$ cat src/btc_pkg.sv
package btc_pkg;

    // Largest matrix the block holds; also the row width and the most rows
    // emitted for one computation.
    localparam int MAX_VERTICES = 16;
    localparam int ROW_W        = 16;
    localparam int IDX_W        = 4;
    localparam int SIZE_W       = 5;

    // Configuration register map (register index, byte address / 4).
    localparam logic REG_SIZE_IN_USE = 1'b0;
    localparam logic [SIZE_W-1:0] SIZE_RESET = 5'd16;

    typedef struct packed {
        logic [IDX_W-1:0] row_index;
        logic [ROW_W-1:0] row_bits;
        logic             last_row;
    } row_item_t;

    typedef struct packed {
        logic [IDX_W-1:0] out_row_index;
        logic [ROW_W-1:0] closure_row;
        logic             last_out;
    } result_item_t;

    // Commands from the controller to the datapath.
    typedef struct packed {
        logic             copy;
        logic             pivot;
        logic             emit;
        logic [IDX_W-1:0] pivot_idx;
        logic [IDX_W-1:0] out_index;
        logic             out_last;
    } btc_cmd_t;

    // Number of vertices in use, clamped to 1..MAX_VERTICES.
    function automatic logic [SIZE_W-1:0] active_size(input logic [SIZE_W-1:0] size);
        logic [SIZE_W-1:0] n;
        begin
            n = size;
            if (n == '0)
                n = SIZE_W'(1);
            if (n > SIZE_W'(MAX_VERTICES))
                n = SIZE_W'(MAX_VERTICES);
            return n;
        end
    endfunction

    // Bit j is set where j lies below n.
    function automatic logic [ROW_W-1:0] lane_mask(input logic [SIZE_W-1:0] n);
        logic [ROW_W-1:0] m;
        begin
            for (int j = 0; j < ROW_W; j++)
            begin
                m[j] = (SIZE_W'(j) < n);
            end
            return m;
        end
    endfunction

endpackage

$ cat src/btc_datapath.sv
module btc_datapath (
    input  logic                  clk,
    input  logic                  row_we,
    input  btc_pkg::row_item_t    row_item,
    input  logic [btc_pkg::SIZE_W-1:0] n_active,
    input  btc_pkg::btc_cmd_t     cmd,
    output btc_pkg::result_item_t result_item
);

    logic [btc_pkg::ROW_W-1:0] store_reg [btc_pkg::MAX_VERTICES];
    logic [btc_pkg::ROW_W-1:0] work_reg  [btc_pkg::MAX_VERTICES];
    logic [btc_pkg::ROW_W-1:0] work_next [btc_pkg::MAX_VERTICES];
    btc_pkg::result_item_t     out_reg;
    btc_pkg::result_item_t     out_next;
    logic [btc_pkg::ROW_W-1:0] mask;
    logic [btc_pkg::ROW_W-1:0] pivot_row;

    assign mask      = btc_pkg::lane_mask(n_active);
    assign pivot_row = work_reg[cmd.pivot_idx];

    // Row store, written once per accepted row transaction.
    always_ff @(posedge clk)
    begin
        if (row_we)
            store_reg[row_item.row_index] <= row_item.row_bits;
    end

    // Working copy: loaded masked, updated for one pivot a cycle across all
    // rows, then shifted towards row 0 as results are taken.
    always_comb
    begin
        for (int i = 0; i < btc_pkg::MAX_VERTICES; i++)
        begin
            work_next[i] = work_reg[i];
            if (cmd.copy)
                work_next[i] = mask[i] ? (store_reg[i] & mask) : '0;
            else if (cmd.pivot)
            begin
                if (work_reg[i][cmd.pivot_idx])
                    work_next[i] = work_reg[i] | pivot_row;
            end
            else if (cmd.emit)
            begin
                if (i == btc_pkg::MAX_VERTICES - 1)
                    work_next[i] = '0;
                else
                    work_next[i] = work_reg[(i + 1) % btc_pkg::MAX_VERTICES];
            end
        end
    end

    always_comb
    begin
        out_next = out_reg;
        if (cmd.emit)
        begin
            out_next.out_row_index = cmd.out_index;
            out_next.closure_row   = work_reg[0];
            out_next.last_out      = cmd.out_last;
        end
    end

    always_ff @(posedge clk)
    begin
        for (int i = 0; i < btc_pkg::MAX_VERTICES; i++)
        begin
            work_reg[i] <= work_next[i];
        end
        out_reg <= out_next;
    end

    assign result_item = out_reg;

endmodule

$ cat src/btc_controller.sv
module btc_controller (
    input  logic                        clk,
    input  logic                        rst_n,
    input  logic                        row_accept,
    input  logic                        last_row,
    input  logic [btc_pkg::SIZE_W-1:0]  n_active,
    input  logic                        result_ready,
    output logic                        row_ready,
    output logic                        result_valid,
    output btc_pkg::btc_cmd_t           cmd
);

    typedef enum logic [3:0] {
        ST_IDLE  = 4'b0001,
        ST_COPY  = 4'b0010,
        ST_PIVOT = 4'b0100,
        ST_EMIT  = 4'b1000
    } state_t;

    state_t                      state_reg, state_next;
    logic [btc_pkg::SIZE_W-1:0]  cnt_reg, cnt_next;
    logic                        valid_reg, valid_next;
    logic [btc_pkg::SIZE_W-1:0]  n_m1;
    logic                        at_end;
    logic                        out_free;

    assign n_m1     = n_active - btc_pkg::SIZE_W'(1);
    assign at_end   = (cnt_reg == n_m1);
    assign out_free = !valid_reg || result_ready;

    always_comb
    begin
        state_next    = state_reg;
        cnt_next      = cnt_reg;
        valid_next    = valid_reg && !result_ready;
        cmd           = '0;
        cmd.pivot_idx = cnt_reg[btc_pkg::IDX_W-1:0];
        cmd.out_index = cnt_reg[btc_pkg::IDX_W-1:0];
        cmd.out_last  = at_end;
        unique case (state_reg)
            ST_IDLE:
            begin
                if (row_accept && last_row)
                    state_next = ST_COPY;
            end
            ST_COPY:
            begin
                cmd.copy   = 1'b1;
                cnt_next   = '0;
                state_next = ST_PIVOT;
            end
            ST_PIVOT:
            begin
                cmd.pivot = 1'b1;
                if (at_end)
                begin
                    cnt_next   = '0;
                    state_next = ST_EMIT;
                end
                else
                    cnt_next = cnt_reg + btc_pkg::SIZE_W'(1);
            end
            ST_EMIT:
            begin
                if (out_free)
                begin
                    cmd.emit   = 1'b1;
                    valid_next = 1'b1;
                    if (at_end)
                    begin
                        cnt_next   = '0;
                        state_next = ST_IDLE;
                    end
                    else
                        cnt_next = cnt_reg + btc_pkg::SIZE_W'(1);
                end
            end
            default:
            begin
                state_next = ST_IDLE;
            end
        endcase
    end

    always_ff @(posedge clk or negedge rst_n)
    begin
        if (!rst_n)
        begin
            state_reg <= ST_IDLE;
            cnt_reg   <= '0;
            valid_reg <= 1'b0;
        end
        else
        begin
            state_reg <= state_next;
            cnt_reg   <= cnt_next;
            valid_reg <= valid_next;
        end
    end

    assign row_ready    = (state_reg == ST_IDLE);
    assign result_valid = valid_reg;

endmodule

$ cat src/boolean_transitive_closure_unit.sv
// A matrix of n rows takes n row loads, one copy step, n pivot steps (one per cycle
// over all rows) and n result transactions. Closure rows leave from a register, one
// closure row a cycle while the consumer keeps up. Rows are only taken while idle,
// so the next matrix waits until the last closure row of this one has been emitted.
// Reset (rst_n, asynchronous, active low) idles the control and sets size_in_use to 16.
module boolean_transitive_closure_unit (
    input  logic                  clk,
    input  logic                  rst_n,
    // Row input channel.
    input  logic                  row_valid,
    output logic                  row_ready,
    input  btc_pkg::row_item_t    row_item,
    // Closure result channel.
    output logic                  result_valid,
    input  logic                  result_ready,
    output btc_pkg::result_item_t result_item,
    // Configuration port.
    input  logic                  psel,
    input  logic                  penable,
    input  logic                  pwrite,
    input  logic [2:0]            paddr,
    input  logic [31:0]           pwdata,
    output logic [31:0]           prdata,
    output logic                  pready
);

    // The only register is size_in_use at byte address 0. Bit 2 of the
    // address selects the register slot; the lowest bits are ignored.
    logic [btc_pkg::SIZE_W-1:0] size_reg;
    logic [btc_pkg::SIZE_W-1:0] size_next;
    logic [btc_pkg::SIZE_W-1:0] n_active;
    logic                       cfg_write;
    logic                       row_accept;
    btc_pkg::btc_cmd_t          cmd;

    assign pready    = 1'b1;
    assign cfg_write = psel && penable && pwrite && pready;

    always_comb
    begin
        size_next = size_reg;
        if (cfg_write && (paddr[2] == btc_pkg::REG_SIZE_IN_USE))
            size_next = pwdata[btc_pkg::SIZE_W-1:0];
    end

    always_ff @(posedge clk or negedge rst_n)
    begin
        if (!rst_n)
            size_reg <= btc_pkg::SIZE_RESET;
        else
            size_reg <= size_next;
    end

    always_comb
    begin
        prdata = '0;
        if (paddr[2] == btc_pkg::REG_SIZE_IN_USE)
            prdata = {{(32 - btc_pkg::SIZE_W){1'b0}}, size_reg};
    end

    // A size of zero is treated as one vertex and anything above the store
    // depth as the full store.
    assign n_active = btc_pkg::active_size(size_reg);

    // Rows are only taken while the controller is idle. Each accepted
    // transaction writes its row into the store; the one flagged as last then
    // starts the closure from the rows as stored, so the stored matrix is
    // never changed by the computation itself.
    assign row_accept = row_valid && row_ready;

    btc_controller u_ctrl (
        .clk          (clk),
        .rst_n        (rst_n),
        .row_accept   (row_accept),
        .last_row     (row_item.last_row),
        .n_active     (n_active),
        .result_ready (result_ready),
        .row_ready    (row_ready),
        .result_valid (result_valid),
        .cmd          (cmd)
    );

    // The datapath keeps a working copy of the matrix with unused rows and
    // columns cleared. Each pivot cycle ORs the pivot row into every row that
    // reaches the pivot, which is Warshall's update applied to all rows at
    // once. Results are then taken from row 0 while the copy shifts up.
    btc_datapath u_dp (
        .clk         (clk),
        .row_we      (row_accept),
        .row_item    (row_item),
        .n_active    (n_active),
        .cmd         (cmd),
        .result_item (result_item)
    );

endmodule

$ cat config.mk
export PLATFORM = sky130hd
export DESIGN_NAME = boolean_transitive_closure_unit
export DESIGN_NICKNAME = d
export VERILOG_FILES = /design/src/btc_pkg.sv /design/src/btc_datapath.sv /design/src/btc_controller.sv /design/src/boolean_transitive_closure_unit.sv
export SDC_FILE = /design/constraint.sdc
export NUM_CORES = 1
export LEC_CHECK = 0
export BUFFER_PORTS_ARGS = -buffer_cell sky130_fd_sc_hd__buf_2
export CORE_MARGIN = 3
export CORE_UTILIZATION = 30
export CTS_BUF_LIST = sky130_fd_sc_hd__clkbuf_2
export DETAILED_ROUTE_END_ITERATION = 8
export GPL_ROUTABILITY_DRIVEN = 0
export PLACE_DENSITY_LB_ADDON = 0.15
export SETUP_SLACK_MARGIN = 0.4
export SLEW_MARGIN = 40
export SYNTH_ARGS = -nofsm -noshare
export SYNTH_HDL_FRONTEND = slang
export SYNTH_SLANG_ARGS = --single-unit
$ cat constraint.sdc
create_clock -name clk -period 5.4 [get_ports clk]
set_input_delay 0.27 -clock clk [delete_from_list [all_inputs] [get_ports clk]]
set_output_delay 0.27 -clock clk [all_outputs]
set_load 0.05 [all_outputs]
==> impl_results.md <==
- DR pass1 iterations: 6
- Max cap viols: 0
- Number of synthesized flops with an enable pin: 533
- Skew-Pair Late Insertion Delay: 1.31 ns
- DRT antenna net count: 0
- Starting density of the core: 0.305
- Root Buffer: clkbuf_2
- Top-count cell post-synth: edfxtp_1
- CTS max path bufs: 3
- Yosys top cell area share: 0.579
- Post-DR vias/cell: between 5 and 6
- CTS clk-pin slew, worst paths: approximately 0.11 ns
- Die area: 0.0958 sq mm
- Pwr dens: 391 mW/mm^2
- Final nets: 2,490
- Crit path DAT: approximately 4.8 ns
- Crit Path Max Fanout: 43
- CP Data Required Time: 6.43 ns
- Ports: approximately 120
- Prevailing post-synth register cell: edfxtp_1
- Number of global-route vias before repair: 20,800
- Placed cells: 3,375
- Async S/R FF share, synth: 0.0274
- Largest stage delay on the critical path: 0.78 ns
- Distinct cell type count after synthesis: 80
- Slowest library cell on the worst path: dfrtp_4
- WHS Path Cells: 3
- Top post-synthesis cells by area: edfxtp_1 (58%), mux4_2 (5.3%), a22oi_1 (4.5%)
- GRT Overall Usage: 0.211
- Reg2Reg Capture Point: u_dp.work_reg[15][12]
- Die height: 310 microns
- Remaining DRCs: 0
- Warnings, synthesis: 0
- Grt ovf: 0
- Routed length per instance: about 27 microns
- Power Internal: 7.59 mW
- CTS HTree Levels: 4
- Fin Setup TNS: 0 ns
- Final hold violation count: 0
- Seq/Total Area, Yosys: 0.593
- Max_slew headroom: 0.396
- Wire length of the first global-routing pass: 148,000 microns
- Clock group share of total power: 0.255
- Die extent in x: 310 microns
- Startpoint Class: register
- Mean Syn Cell Area: 12.3 sq um
- Cell Chain, Critical Path: buf_4 -> mux4_2 -> or2_0 -> a221oi_1 -> a31o_2 -> nor2_1 -> a221o_1
- Worst Clk Skew: between 0.08 and 0.09 ns
- Worst reg2reg path depth: 7
- TritonCTS Sinks: 548
- Combinational share of power: 0.293
- Post-CTS sizing: 0
- Setup repair bufs after CTS: 0
- Worst Setup End Kind: register
- Post-DP HPWL: 65,200 microns
- Hold Path Class: input pin to register
- Sequential power share: 0.452
- Core Box Area: 0.0907 sq mm
- Final setup fails: 0
- Flops & latches, synth: 548
- Via count: 21,200
- Antenna violations before repair: 5
- CTS tree: built
- Hold wc startpoint: row_item[4]
- CTS Buf Count: ~150
- Worst Hold End: u_dp.store_reg[6][3]
- Post-Syn Instances: 2,246
- Yosys top cell by area: edfxtp_1
- Mapped Area: around 0.028 sq mm
- Min Tclk post-route: 3.80 ns
- Post-Route WL: 102,000 microns
- Sw Pwr: between 4 and 5 mW
- DRT iter0 DRCs: 2,379
- PortBufs: between 60 and 70
- P&R area growth vs syn: 13.8%
- Top cell types by occurrence after synthesis: edfxtp_1 (533), nand2_1 (269), a22oi_1 (165)
- Launch point of the worst reg-to-reg path: u_ctrl.cnt_reg[1]
- Sw Ratio: 0.382
- Largest net degree at the start of global routing: 152
- CP delay by family, top: compound AO/OA/AOI/OAI gates
- FMAX: 263 MHz
- Status: finished clean
- Peak supply drop: 0.159 mV
- Critical path class: register to register
- R2R setup slack: 1.60 ns
- Actual slew at the worst max-slew pin: 0.902 ns
- Post-Layout Cell Count: roughly 3,700
- Row count: 110
- Final max-slew violation count: 0
- Leak: about 11 nW
- Share of layout cells above drive strength 1: 0.223
- Fin crit share: 0.703
- Unrepaired setup endpoints after global routing: no
- CP Buf/Inv Count: 1
[metrics by stage]
| step | hold WS, ns | area (sq um) | worst slack, ns | total power, mW | util |
|---|---|---|---|---|---|
| after CTS | 0.0000439 | 31500 | 1.68 | 12.4 | 0.347 |
| after global routing | 0.00546 | 31400 | 1.51 | 12.9 | 0.347 |
| after global placement | 0.215 | 29200 | 1.57 | 9.04 | 0.322 |
| after floorplan | -0.0256 | 27700 | 1.57 | 7.72 | - |
| final | 0.119 | 31400 | 1.60 | 12.3 | 0.347 |
| after detailed placement | 0.215 | 29400 | 1.72 | 9.13 | 0.324 |
[worst register-to-register path, stage by stage (launching register included)]
cell and delay, ns:
dfrtp_4 0.78, buf_4 0.60, mux4_2 0.41, or2_0 0.31, a221oi_1 0.49, a31o_2 0.52
nor2_1 0.14, a221o_1 0.29
[placed cells by master (no fill, tap or decap), drive strengths merged, types with 5 or more instances in the layout]
cell type	instances
nor3	8
a22oi	167
buf	146
nand2b	10
o21ai	200
a32oi	10
dlygate4sd3	62
mux2i	47
nor2b	89
conb	28
clkbuf	237
and2	5
dfrtp	13
nand2	275
o221ai	21
mux2	24
clkinv	30
mux4	65
a221o	19
edfxtp	533
a2bb2oi	8
a21oi	157
nand3	30
a32o	14
nand3b	23
nor2	93
inv	27
o211ai	75
a221oi	57
a31oi	5
[logic make-up after synthesis]
logic type                 after synthesis  synth area share
adders and majority gates                3           0.00136
AOI/OAI and AO/OA                      766             0.187
xor gates and xnor gates                 4           0.00127
other                                    2          0.000272
and+or+nand+nor                        554            0.0948
buffers and inverters                  233            0.0429
DFF                                    548             0.593
muxes                                  136            0.0798
[final cells by class]
class,instances,area [sq um]
flip-flops and latches,548,16400
fillers,8998,59300
clock buffers,237,1190
repair buffers,208,1650
clock inverters,41,224
well taps,1176,1470
inverters,21,78.8
multi-input cells,1491,10400
diodes,2,5.00
[worst max path at each step]
stage	start	to	slack, ns	depth (start not counted)
final	u_ctrl.cnt_reg[1]	u_dp.work_reg[15][12]	1.60	7
after global routing	u_ctrl.cnt_reg[1]	u_dp.work_reg[15][12]	1.51	7
after CTS	u_ctrl.cnt_reg[1]	u_dp.work_reg[15][12]	1.68	7
after detailed placement	u_ctrl.cnt_reg[1]	u_dp.work_reg[15][12]	1.72	7
after global placement	u_ctrl.state_reg[2]	u_dp.work_reg[10][3]	1.57	8
after floorplan	u_ctrl.state_reg[3]	u_dp.store_reg[0][0]	1.57	5
[power by group through the flow]
stage          Clock [mW]  Sequential [mW]  Combinational [mW]
2_1_floorplan           0             5.43                2.29
6_report             3.14             5.55                3.60
4_1_cts              3.25             5.54                3.57
3_5_place_dp            0             5.64                3.49
5_1_grt              3.46             5.59                3.87
3_3_place_gp            0             5.63                3.41
[routing by layer]
| layer | part of all wire | track usage | wire [microns] | vias to the layer above |
|---|---|---|---|---|
| li1 | - | - | - | 9231 |
| met1 | 0.45 | 0.295 | 45600 | 10800 |
| met2 | 0.46 | 0.330 | 46700 | 1025 |
| met3 | 0.070 | 0.0393 | 7100 | 169 |
| met4 | 0.026 | 0.0694 | 2680 | 0 |
| met5 | 0 | 0 | 0 | - |
[what timing repair did]
item	4_1_cts	5_1_grt
setup endpoints to repair	0	0
hold buffers	68	1
hold endpoints to repair	557	8
Power figures use the tool's default switching activity.
